--- src/rtl/scp_pkg.sv ---
// types, codes and helpers shared by the serial command parser and transmit queue
package scp_pkg;

	typedef struct packed {
		logic       req_type;
		logic [7:0] rx_byte;
	} cmd_t;

	typedef enum logic [3:0] {
		ACT_NONE      = 4'd0,
		ACT_WR_MAIN   = 4'd1,
		ACT_WR_REF    = 4'd2,
		ACT_WR_SET    = 4'd3,
		ACT_SAVE      = 4'd4,
		ACT_VLV_RESET = 4'd5,
		ACT_STEP_OPEN = 4'd6,
		ACT_STEP_CLOSE = 4'd7,
		ACT_FETCH     = 4'd8,
		ACT_FULL      = 4'd9,
		ACT_FLUSH     = 4'd10
	} act_t;

	typedef struct packed {
		act_t       action;
		logic [3:0] source_id;
		logic [7:0] byte_index;
		logic [7:0] write_offset;
		logic [7:0] write_value;
		logic       last_of_job;
		logic       tx_active;
	} rsp_t;

	typedef struct packed {
		logic [3:0] src;
		logic [7:0] last;
	} job_t;

	localparam logic       REQ_TX_TICK = 1'b1;

	localparam logic [3:0] SRC_REALTIME = 4'd0;
	localparam logic [3:0] SRC_RT_EXT   = 4'd1;
	localparam logic [3:0] SRC_TEST     = 4'd2;
	localparam logic [3:0] SRC_VALVE    = 4'd3;
	localparam logic [3:0] SRC_MAIN     = 4'd4;
	localparam logic [3:0] SRC_MAIN_FR  = 4'd5;
	localparam logic [3:0] SRC_REF      = 4'd6;
	localparam logic [3:0] SRC_SET_FULL = 4'd7;
	localparam logic [3:0] SRC_SET_COMP = 4'd8;
	localparam logic [3:0] SRC_SET_EXT  = 4'd9;
	localparam logic [3:0] SRC_VERSION  = 4'd10;

	localparam logic [1:0] WK_NULL = 2'd0;
	localparam logic [1:0] WK_MAIN = 2'd1;
	localparam logic [1:0] WK_REF  = 2'd2;
	localparam logic [1:0] WK_SET  = 2'd3;

	localparam logic [8:0] LEN_REALTIME     = 9'd22;
	localparam logic [8:0] LEN_REALTIME_EXT = 9'd27;
	localparam logic [8:0] LEN_SETTINGS_EXT = 9'h080;
	localparam logic [8:0] LEN_SETTINGS_STD = 9'h07d;
	localparam logic [8:0] LEN_VALVE        = 9'd7;
	localparam logic [8:0] LEN_ONE          = 9'd1;

	localparam logic [7:0] CH_REALTIME  = 8'h41; // A
	localparam logic [7:0] CH_SAVE      = 8'h42; // B
	localparam logic [7:0] CH_TEST      = 8'h43; // C
	localparam logic [7:0] CH_FLUSH     = 8'h46; // F
	localparam logic [7:0] CH_VALVE     = 8'h69; // i
	localparam logic [7:0] CH_MAIN      = 8'h4c; // L
	localparam logic [7:0] CH_MAIN_FR   = 8'h6c; // l
	localparam logic [7:0] CH_REF       = 8'h6d; // m
	localparam logic [7:0] CH_WR_REF    = 8'h4e; // N
	localparam logic [7:0] CH_WR_MAIN   = 8'h6e; // n
	localparam logic [7:0] CH_VERSION   = 8'h51; // Q
	localparam logic [7:0] CH_VLV_RESET = 8'h70; // p
	localparam logic [7:0] CH_STEP_OPEN = 8'h73; // s
	localparam logic [7:0] CH_STEP_CLOSE = 8'h53; // S
	localparam logic [7:0] CH_SET_FULL  = 8'h54; // T
	localparam logic [7:0] CH_SET_COMP  = 8'h56; // V
	localparam logic [7:0] CH_SET_EXT   = 8'h76; // v
	localparam logic [7:0] CH_WR_SET    = 8'h57; // W
	localparam logic [7:0] CH_WR_NULL   = 8'h77; // w

	localparam logic [8:0] RST_MAIN_ENTRIES = 9'd256;
	localparam logic [8:0] RST_REF_ENTRIES  = 9'd256;
	localparam logic [8:0] RST_SET_BYTES    = 9'd128;

	// byte count to last byte index, zero sends one byte, above 256 saturates
	function automatic logic [7:0] count_to_last(input logic [8:0] n);
		logic [7:0] r;
		if (n == 9'd0) begin
			r = 8'd0;
		end else if (n[8]) begin
			r = 8'hff;
		end else begin
			r = n[7:0] - 8'd1;
		end
		return r;
	endfunction

endpackage

--- src/rtl/serial_command_parser_tx_queue.sv ---
// serial command parser with transmit job queue, top level
//
//  channel  dir  handshake            payload
//  cmd      in   cmd_valid/cmd_stall  scp_pkg::cmd_t (req_type, rx_byte)
//  rsp      out  rsp_valid/rsp_stall  scp_pkg::rsp_t (one result per request)
//  apb      in   psel/penable/pwrite  5 registers at byte address 4*i
//
//  one request per cycle sustained while rsp_stall does not hold a valid result; a result
//  passes the input register, then decode and queue update into the result register
//  the job store is one memory with a registered read of the entry behind the tail
//  arst_n clears parser phase, queue pointers, counter and registers to defaults
//  a stalled result holds the request in the input register, which stalls cmd
module serial_command_parser_tx_queue #(
	parameter int QUEUE_DEPTH = 8
) (
	input  logic           clk,
	input  logic           arst_n,
	input  logic           cmd_valid,
	output logic           cmd_stall,
	input  scp_pkg::cmd_t  cmd,
	output logic           rsp_valid,
	input  logic           rsp_stall,
	output scp_pkg::rsp_t  rsp,
	input  logic           psel,
	input  logic           penable,
	input  logic           pwrite,
	input  logic [4:0]     paddr,
	input  logic [31:0]    pwdata,
	output logic [31:0]    prdata,
	output logic           pready
);

	localparam int PW = (QUEUE_DEPTH > 2) ? $clog2(QUEUE_DEPTH) : 1;
	localparam logic [PW-1:0] PTR_LAST = PW'(QUEUE_DEPTH - 1);

	localparam logic [2:0] REG_EMU  = 3'd0;
	localparam logic [2:0] REG_EXT  = 3'd1;
	localparam logic [2:0] REG_MAIN = 3'd2;
	localparam logic [2:0] REG_REF  = 3'd3;
	localparam logic [2:0] REG_SET  = 3'd4;

	typedef enum logic [1:0] {
		PH_CMD,
		PH_OFFSET,
		PH_VALUE
	} phase_t;

	function automatic logic [PW-1:0] ptr_inc(input logic [PW-1:0] p);
		return (p == PTR_LAST) ? '0 : p + 1'b1;
	endfunction

	logic           emu_q;
	logic           ext_q;
	logic [8:0]     main_n_q;
	logic [8:0]     ref_n_q;
	logic [8:0]     set_n_q;

	logic           v_s1;
	scp_pkg::cmd_t  item_s1;
	logic           rsp_valid_q;
	scp_pkg::rsp_t  rsp_q;

	phase_t         phase_q, phase_d;
	logic [1:0]     kind_q, kind_d;
	logic [7:0]     off_q, off_d;
	logic [PW-1:0]  head_q, head_d;
	logic [PW-1:0]  tail_q, tail_d;
	logic [7:0]     cnt_q, cnt_d;
	scp_pkg::job_t  front_q;
	scp_pkg::job_t  rd_q;
	scp_pkg::job_t  mem [QUEUE_DEPTH];

	logic           adv, fire, accept, empty, cfg_wr;
	logic           enq_req, enq_ok, pop;
	logic [3:0]     enq_src;
	logic [8:0]     enq_len;
	scp_pkg::job_t  wjob;
	logic [PW-1:0]  raddr;
	scp_pkg::rsp_t  res_d;
	logic [7:0]     b;

	assign adv       = !rsp_valid_q || !rsp_stall;
	assign fire      = v_s1 && adv;
	assign cmd_stall = v_s1 && !adv;
	assign accept    = cmd_valid && !cmd_stall;
	assign empty     = (head_q == tail_q);
	assign b         = item_s1.rx_byte;
	assign rsp_valid = rsp_valid_q;
	assign rsp       = rsp_q;
	assign pready    = 1'b1;
	assign cfg_wr    = psel && penable && pwrite;

	assign wjob.src  = enq_src;
	assign wjob.last = scp_pkg::count_to_last(enq_len);
	assign raddr     = ptr_inc(tail_d);

	always_comb begin
		case (paddr[4:2])
			REG_EMU:  prdata = {31'd0, emu_q};
			REG_EXT:  prdata = {31'd0, ext_q};
			REG_MAIN: prdata = {23'd0, main_n_q};
			REG_REF:  prdata = {23'd0, ref_n_q};
			REG_SET:  prdata = {23'd0, set_n_q};
			default:  prdata = '0;
		endcase
	end

	always_comb begin
		res_d        = '0;
		res_d.action = scp_pkg::ACT_NONE;
		phase_d      = phase_q;
		kind_d       = kind_q;
		off_d        = off_q;
		head_d       = head_q;
		tail_d       = tail_q;
		cnt_d        = cnt_q;
		enq_req      = 1'b0;
		enq_src      = '0;
		enq_len      = '0;
		enq_ok       = 1'b0;
		pop          = 1'b0;
		if (fire) begin
			if (item_s1.req_type == scp_pkg::REQ_TX_TICK) begin
				if (!empty) begin
					res_d.action     = scp_pkg::ACT_FETCH;
					res_d.source_id  = front_q.src;
					res_d.byte_index = cnt_q;
					if (cnt_q < front_q.last) begin
						cnt_d = cnt_q + 8'd1;
					end else begin
						res_d.last_of_job = 1'b1;
						tail_d = ptr_inc(tail_q);
						cnt_d  = '0;
						pop    = 1'b1;
					end
				end
			end else begin
				case (phase_q)
					PH_OFFSET: begin
						off_d   = b;
						phase_d = PH_VALUE;
					end
					PH_VALUE: begin
						phase_d = PH_CMD;
						case (kind_q)
							scp_pkg::WK_MAIN: res_d.action = scp_pkg::ACT_WR_MAIN;
							scp_pkg::WK_REF:  res_d.action = scp_pkg::ACT_WR_REF;
							scp_pkg::WK_SET:  res_d.action = scp_pkg::ACT_WR_SET;
							default:          res_d.action = scp_pkg::ACT_NONE;
						endcase
						if (kind_q != scp_pkg::WK_NULL) begin
							res_d.write_offset = off_q;
							res_d.write_value  = b;
						end
					end
					default: begin
						phase_d = PH_CMD;
						case (b)
							scp_pkg::CH_REALTIME: begin
								enq_req = 1'b1;
								enq_src = emu_q ? scp_pkg::SRC_RT_EXT : scp_pkg::SRC_REALTIME;
								enq_len = emu_q ? scp_pkg::LEN_REALTIME_EXT : scp_pkg::LEN_REALTIME;
							end
							scp_pkg::CH_SAVE: res_d.action = scp_pkg::ACT_SAVE;
							scp_pkg::CH_TEST: begin
								enq_req = 1'b1;
								enq_src = scp_pkg::SRC_TEST;
								enq_len = scp_pkg::LEN_ONE;
							end
							scp_pkg::CH_FLUSH: begin
								head_d       = '0;
								tail_d       = '0;
								cnt_d        = '0;
								res_d.action = scp_pkg::ACT_FLUSH;
							end
							scp_pkg::CH_VALVE: begin
								enq_req = 1'b1;
								enq_src = scp_pkg::SRC_VALVE;
								enq_len = scp_pkg::LEN_VALVE;
							end
							scp_pkg::CH_MAIN: begin
								enq_req = 1'b1;
								enq_src = scp_pkg::SRC_MAIN;
								enq_len = main_n_q;
							end
							scp_pkg::CH_MAIN_FR: begin
								enq_req = 1'b1;
								enq_src = scp_pkg::SRC_MAIN_FR;
								enq_len = main_n_q;
							end
							scp_pkg::CH_REF: begin
								enq_req = 1'b1;
								enq_src = scp_pkg::SRC_REF;
								enq_len = ref_n_q;
							end
							scp_pkg::CH_WR_REF: begin
								phase_d = PH_OFFSET;
								kind_d  = scp_pkg::WK_REF;
							end
							scp_pkg::CH_WR_MAIN: begin
								phase_d = PH_OFFSET;
								kind_d  = scp_pkg::WK_MAIN;
							end
							scp_pkg::CH_VERSION: begin
								enq_req = 1'b1;
								enq_src = scp_pkg::SRC_VERSION;
								enq_len = scp_pkg::LEN_ONE;
							end
							scp_pkg::CH_VLV_RESET:  res_d.action = scp_pkg::ACT_VLV_RESET;
							scp_pkg::CH_STEP_OPEN:  res_d.action = scp_pkg::ACT_STEP_OPEN;
							scp_pkg::CH_STEP_CLOSE: res_d.action = scp_pkg::ACT_STEP_CLOSE;
							scp_pkg::CH_SET_FULL: begin
								enq_req = 1'b1;
								enq_src = scp_pkg::SRC_SET_FULL;
								enq_len = set_n_q;
							end
							scp_pkg::CH_SET_COMP: begin
								enq_req = 1'b1;
								enq_src = scp_pkg::SRC_SET_COMP;
								enq_len = emu_q ? scp_pkg::LEN_SETTINGS_EXT
								                : scp_pkg::LEN_SETTINGS_STD;
							end
							scp_pkg::CH_SET_EXT: begin
								enq_req = ext_q;
								enq_src = scp_pkg::SRC_SET_EXT;
								enq_len = scp_pkg::LEN_SETTINGS_EXT;
							end
							scp_pkg::CH_WR_SET: begin
								phase_d = PH_OFFSET;
								kind_d  = scp_pkg::WK_SET;
							end
							scp_pkg::CH_WR_NULL: begin
								if (ext_q) begin
									phase_d = PH_OFFSET;
									kind_d  = scp_pkg::WK_NULL;
								end
							end
							default: ;
						endcase
					end
				endcase
				if (enq_req) begin
					if (ptr_inc(head_q) == tail_q) begin
						res_d.action = scp_pkg::ACT_FULL;
					end else begin
						enq_ok = 1'b1;
						head_d = ptr_inc(head_q);
					end
				end
			end
			res_d.tx_active = (head_d != tail_d);
		end
	end

	always_ff @(posedge clk or negedge arst_n) begin
		if (!arst_n) begin
			emu_q       <= 1'b0;
			ext_q       <= 1'b0;
			main_n_q    <= scp_pkg::RST_MAIN_ENTRIES;
			ref_n_q     <= scp_pkg::RST_REF_ENTRIES;
			set_n_q     <= scp_pkg::RST_SET_BYTES;
			v_s1        <= 1'b0;
			rsp_valid_q <= 1'b0;
			phase_q     <= PH_CMD;
			kind_q      <= scp_pkg::WK_NULL;
			head_q      <= '0;
			tail_q      <= '0;
			cnt_q       <= '0;
		end else begin
			if (cfg_wr) begin
				case (paddr[4:2])
					REG_EMU:  emu_q    <= pwdata[0];
					REG_EXT:  ext_q    <= pwdata[0];
					REG_MAIN: main_n_q <= pwdata[8:0];
					REG_REF:  ref_n_q  <= pwdata[8:0];
					REG_SET:  set_n_q  <= pwdata[8:0];
					default: ;
				endcase
			end
			if (accept) begin
				v_s1 <= 1'b1;
			end else if (fire) begin
				v_s1 <= 1'b0;
			end
			if (fire) begin
				rsp_valid_q <= 1'b1;
			end else if (!rsp_stall) begin
				rsp_valid_q <= 1'b0;
			end
			phase_q <= phase_d;
			kind_q  <= kind_d;
			head_q  <= head_d;
			tail_q  <= tail_d;
			cnt_q   <= cnt_d;
		end
	end

	// payload registers and job store
	always_ff @(posedge clk) begin
		if (accept) begin
			item_s1 <= cmd;
		end
		if (fire) begin
			rsp_q <= res_d;
		end
		off_q <= off_d;
		if (enq_ok) begin
			mem[head_q] <= wjob;
		end
		// entry behind the tail, with write bypass
		if (enq_ok && (head_q == raddr)) begin
			rd_q <= wjob;
		end else begin
			rd_q <= mem[raddr];
		end
		if (enq_ok && empty) begin
			front_q <= wjob;
		end else if (pop) begin
			front_q <= rd_q;
		end
	end

`ifndef NO_ASSERTIONS
	a_cnt_bound: assert property (@(posedge clk) disable iff (!arst_n)
		!empty |-> (cnt_q <= front_q.last))
		else $error("byte counter beyond last index of head job");

	a_empty_cnt: assert property (@(posedge clk) disable iff (!arst_n)
		empty |-> (cnt_q == 8'd0))
		else $error("byte counter not cleared with empty queue");

	a_enq_nonempty: assert property (@(posedge clk) disable iff (!arst_n)
		enq_ok |=> !empty)
		else $error("queue empty after accepted job");

	a_flush_idle: assert property (@(posedge clk) disable iff (!arst_n)
		(rsp_valid_q && (rsp_q.action == scp_pkg::ACT_FLUSH)) |-> !rsp_q.tx_active)
		else $error("flush result reports active transmit");
`endif

endmodule
--- config.mk ---
export PLATFORM = sky130hd
export DESIGN_NAME = serial_command_parser_tx_queue
export DESIGN_NICKNAME = d
export VERILOG_FILES = /design/src/rtl/scp_pkg.sv /design/src/rtl/serial_command_parser_tx_queue.sv
export SDC_FILE = /design/constraint.sdc
export NUM_CORES = 1
export LEC_CHECK = 0
export BUFFER_PORTS_ARGS = -buffer_cell sky130_fd_sc_hd__buf_2
export CAP_MARGIN = 25
export CORE_MARGIN = 8
export CORE_UTILIZATION = 40
export CTS_CLUSTER_DIAMETER = 80
export CTS_CLUSTER_SIZE = 25
export DETAILED_ROUTE_END_ITERATION = 8
export PLACE_DENSITY = 0.63
export REMOVE_ABC_BUFFERS = 1
export SYNTH_ARGS = -nofsm -noshare
export SYNTH_HDL_FRONTEND = slang
export SYNTH_SLANG_ARGS = --single-unit
--- constraint.sdc ---
create_clock -name clk -period 4 [get_ports clk]
set_input_delay 0.4 -clock clk [delete_from_list [all_inputs] [get_ports clk]]
set_output_delay 0.4 -clock clk [all_outputs]
set_load 0.02 [all_outputs]
==> results.sh <==
export IMPL_synth_edff_count=159
export IMPL_reg2reg_depth=12
export IMPL_vias=6306
export IMPL_finalMaxSlewViolations=0
export IMPL_syn_area_mm2=0.01020
export IMPL_cap_viol_max_count=0
export IMPL_clockRootBuffer="clkbuf_16"
export IMPL_syn2layout_area_growth_pct=12.37
export IMPL_synthMuxAreaShare=0.1056
export IMPL_clock_skew_ns=0.03130
export IMPL_crit_fanout=11
export IMPL_die_w_um=175.7
export IMPL_gr_total_overflow=0
export IMPL_sequentialPowerShare=0.582
export IMPL_postCtsSetupBuffers=0
export IMPL_cp_required_ns=4.17
export IMPL_worstMarginPinSlew_ns=1.019
export IMPL_synth_cell_type_count=85
export IMPL_synthSimpleGateAreaFrac=0.1377
export IMPL_placed_area_mm2=0.01102
export IMPL_fin_tns_setup_ns=0
export IMPL_hold_path_class="in -> reg"
export IMPL_grt_pass1_wl_um=34520
export IMPL_relSlewSlack=0.3199
export IMPL_grt_pass1_vias=6284
export IMPL_ys_top_cells_by_area="edfxtp_1, dfrtp_1, mux4_2"
export IMPL_rrSetupSlack_ns=0.27
export IMPL_io_buffers=72
export IMPL_clkPwrFrac=0.306
export IMPL_dieArea_mm2=0.03087
export IMPL_avgSynthCellArea_um2=13.39
export IMPL_grt_use_total=0.1381
export IMPL_switching_share=0.2545
export IMPL_antenna_found_initial=0
export IMPL_synthArstFlopShare=0.2322
export IMPL_worst_ep_arrival_time_ns=3.90
export IMPL_hold_viol_final=0
export IMPL_p_sw_mw=1.126
export IMPL_drt_iter0_markers=453
export IMPL_post_route_util=0.4566
export IMPL_holdPathStages=1
export IMPL_synth_seq_area_share=0.5944
export IMPL_ys_flop_type="edfxtp_1"
export IMPL_fmax_mhz=268.4
export IMPL_status="complete, no violations"
export IMPL_synth_seq_cells=211
export IMPL_setup_slack_ns=0.2743
export IMPL_via_per_inst=5.344
export IMPL_fin_crit_sh=0.9314
export IMPL_startpoint_type="register"
export IMPL_stdcell_area_mm2=0.01146
export IMPL_setup_viol=0
export IMPL_synthXorXnorAreaFrac=0.01374
export IMPL_pwr_density_cell_mw_per_mm2=385.8
export IMPL_synth_common_cells="edfxtp_1, dfrtp_1, nand2_1, nor2_1, mux2_2"
export IMPL_synthAdderAreaFrac=0.02085
export IMPL_rsz0062_at_grt="no"
export IMPL_yosys_area_top_type="edfxtp_1"
export IMPL_critPathCaptureType="register"
export IMPL_p_total_mw=4.423
export IMPL_ir_drop_mv=0.3124
export IMPL_io_pins=122
export IMPL_clock_path_buffers=3
export IMPL_p_leak_nw=4.690
export IMPL_synth_compound_area_frac=0.08352
export IMPL_drt_wl_total_um=21620
export IMPL_pre_cts_slack_ns=0.1162
export IMPL_path_class="reg -> reg"
export IMPL_min_period_ns=3.726
export IMPL_cts_tree="done"
export IMPL_synth_top_family_by_area="simple AND/OR/NAND/NOR gates"
export IMPL_clock_sinks=211
export IMPL_start_util=0.4063
export IMPL_clock_latency_ns=0.49
export IMPL_place_gp_congestion=0.7999
export IMPL_firstDrtPassIters=4
export IMPL_syn_instance_count=762
export IMPL_drc_errors=0
export IMPL_n_antenna_cell=0
export IMPL_synth_most_common_cell="edfxtp_1"
export IMPL_grt_max_degree=36
export IMPL_cts_max_level=1
export IMPL_drt_wirelength_per_cell_um=18.32
export IMPL_die_h_um=175.7
export IMPL_yosys_warnings=0
export IMPL_clk_pin_slew_ns=0.09
export IMPL_rows=58
export IMPL_drive_gt1_frac=0.2576
export IMPL_p_int_mw=3.298
export IMPL_nets=913
export IMPL_dp_final_hpwl_um=15190
export IMPL_core_region_area_mm2=0.02511
export IMPL_pwr_share_comb=0.112
export IMPL_postRouteAntennaNets=0
export IMPL_netlist_area_leader_share=0.4680
export IMPL_numCtsBuffers=13
[layout make-up]
type / instances / area, µm²
clock buffers: 16 / 336.6
clock inverters: 6 / 61.31
fillers: 2286 / 13640
inverters: 21 / 78.83
multi-input cells: 485 / 3830
flip-flops and latches: 211 / 6065
well taps: 330 / 412.9
repair buffers: 111 / 680.7
[cell usage in the layout (no fill, tap or decap), types with 9 or more instances in the layout]
| cell type | netlist | routed |
|---|---|---|
| a211oi_1 | 17 | 17 |
| a21oi_1 | 15 | 15 |
| a31oi_1 | 11 | 11 |
| and2_1 | 25 | 25 |
| and3_1 | 22 | 22 |
| buf_2 | 9 | 72 |
| buf_4 | 25 | 36 |
| clkbuf_16 | 0 | 13 |
| conb_1 | 2 | 24 |
| dfrtp_1 | 46 | 46 |
| edfxtp_1 | 159 | 159 |
| ha_1 | 17 | 17 |
| inv_1 | 21 | 21 |
| mux2_2 | 29 | 29 |
| mux2i_1 | 21 | 21 |
| mux4_2 | 24 | 24 |
| nand2_1 | 45 | 45 |
| nand3_1 | 11 | 11 |
| nor2_1 | 30 | 30 |
| nor2b_1 | 15 | 15 |
| nor3b_1 | 14 | 11 |
| o21ai_0 | 25 | 25 |
| xnor2_1 | 9 | 9 |
[repair_timing]
item	4_1_cts	5_1_grt
hold buffers	1	0
gates resized for setup	0	5
endpoints found under the hold margin	23	0
setup endpoints to repair	0	54
[state kept, by name, summed over array words and instances, names as in the netlist, 9 cells and up, named ones only]
name and cells:
mem 96, main_n_q 9, ref_n_q 9, set_n_q 9
front_q 12, rsp 34
[final timing paths]
| path | endpoint | from |
|---|---|---|
| setup / recovery | mem[1][4] | b[1] |
| hold / removal | b[7] | cmd[7] |
| setup reg to reg | mem[1][4] | b[1] |
| hold reg to reg | rsp_valid | v_s1 |
| max in group asynchronous | main_n_q[2] | arst_n |
| min in group asynchronous | set_n_q[1] | arst_n |
[power by group through the flow]
stage	logic (mW)	registers, mW	clock network (mW)
3_5_place_dp	0.497	2.62	0
6_report	0.495	2.57	1.35
4_1_cts	0.500	2.57	1.41
5_1_grt	0.547	2.59	1.47
2_1_floorplan	0.291	2.63	0
3_3_place_gp	0.490	2.62	0
[worst max-delay path, cell delays in order (launching register included)]
cell and delay (ns):
edfxtp_1 0.57, buf_4 0.20, and4b_1 0.25, and2_4 0.18, a221o_1 0.36, a211o_1 0.29, nand2_1 0.08, ha_1 0.31
inv_1 0.09, nor4b_2 0.37, a32oi_2 0.22, a21oi_1 0.27, nand2_1 0.23
[per-layer routing]
layer,up-vias,wire length [µm],global-route usage
met5,-,0,0
met4,0,321,0.03285
met3,23,1253,0.02190
met2,134,10410,0.2329
met1,3120,9639,0.1835
li1,3029,-,-
[stage by stage]
stage               cells  hold WS (ns)
floorplan             717        0.1044
global placement     1156        0.4489
detailed placement   1157        0.4470
CTS                  1180       0.09409
global route         1180       0.08519
finish               1180        0.1077
[logic make-up after synthesis]
kind of cell	count (synthesis)
adder cells (fa/ha/maj)	17
multiplexers	74
AO/OA/AOI/OAI	121
flip-flops	211
other	2
XOR/XNOR	16
buffers and inverters	88
AND/OR/NAND/NOR	233
Power figures use the tool's default switching activity.
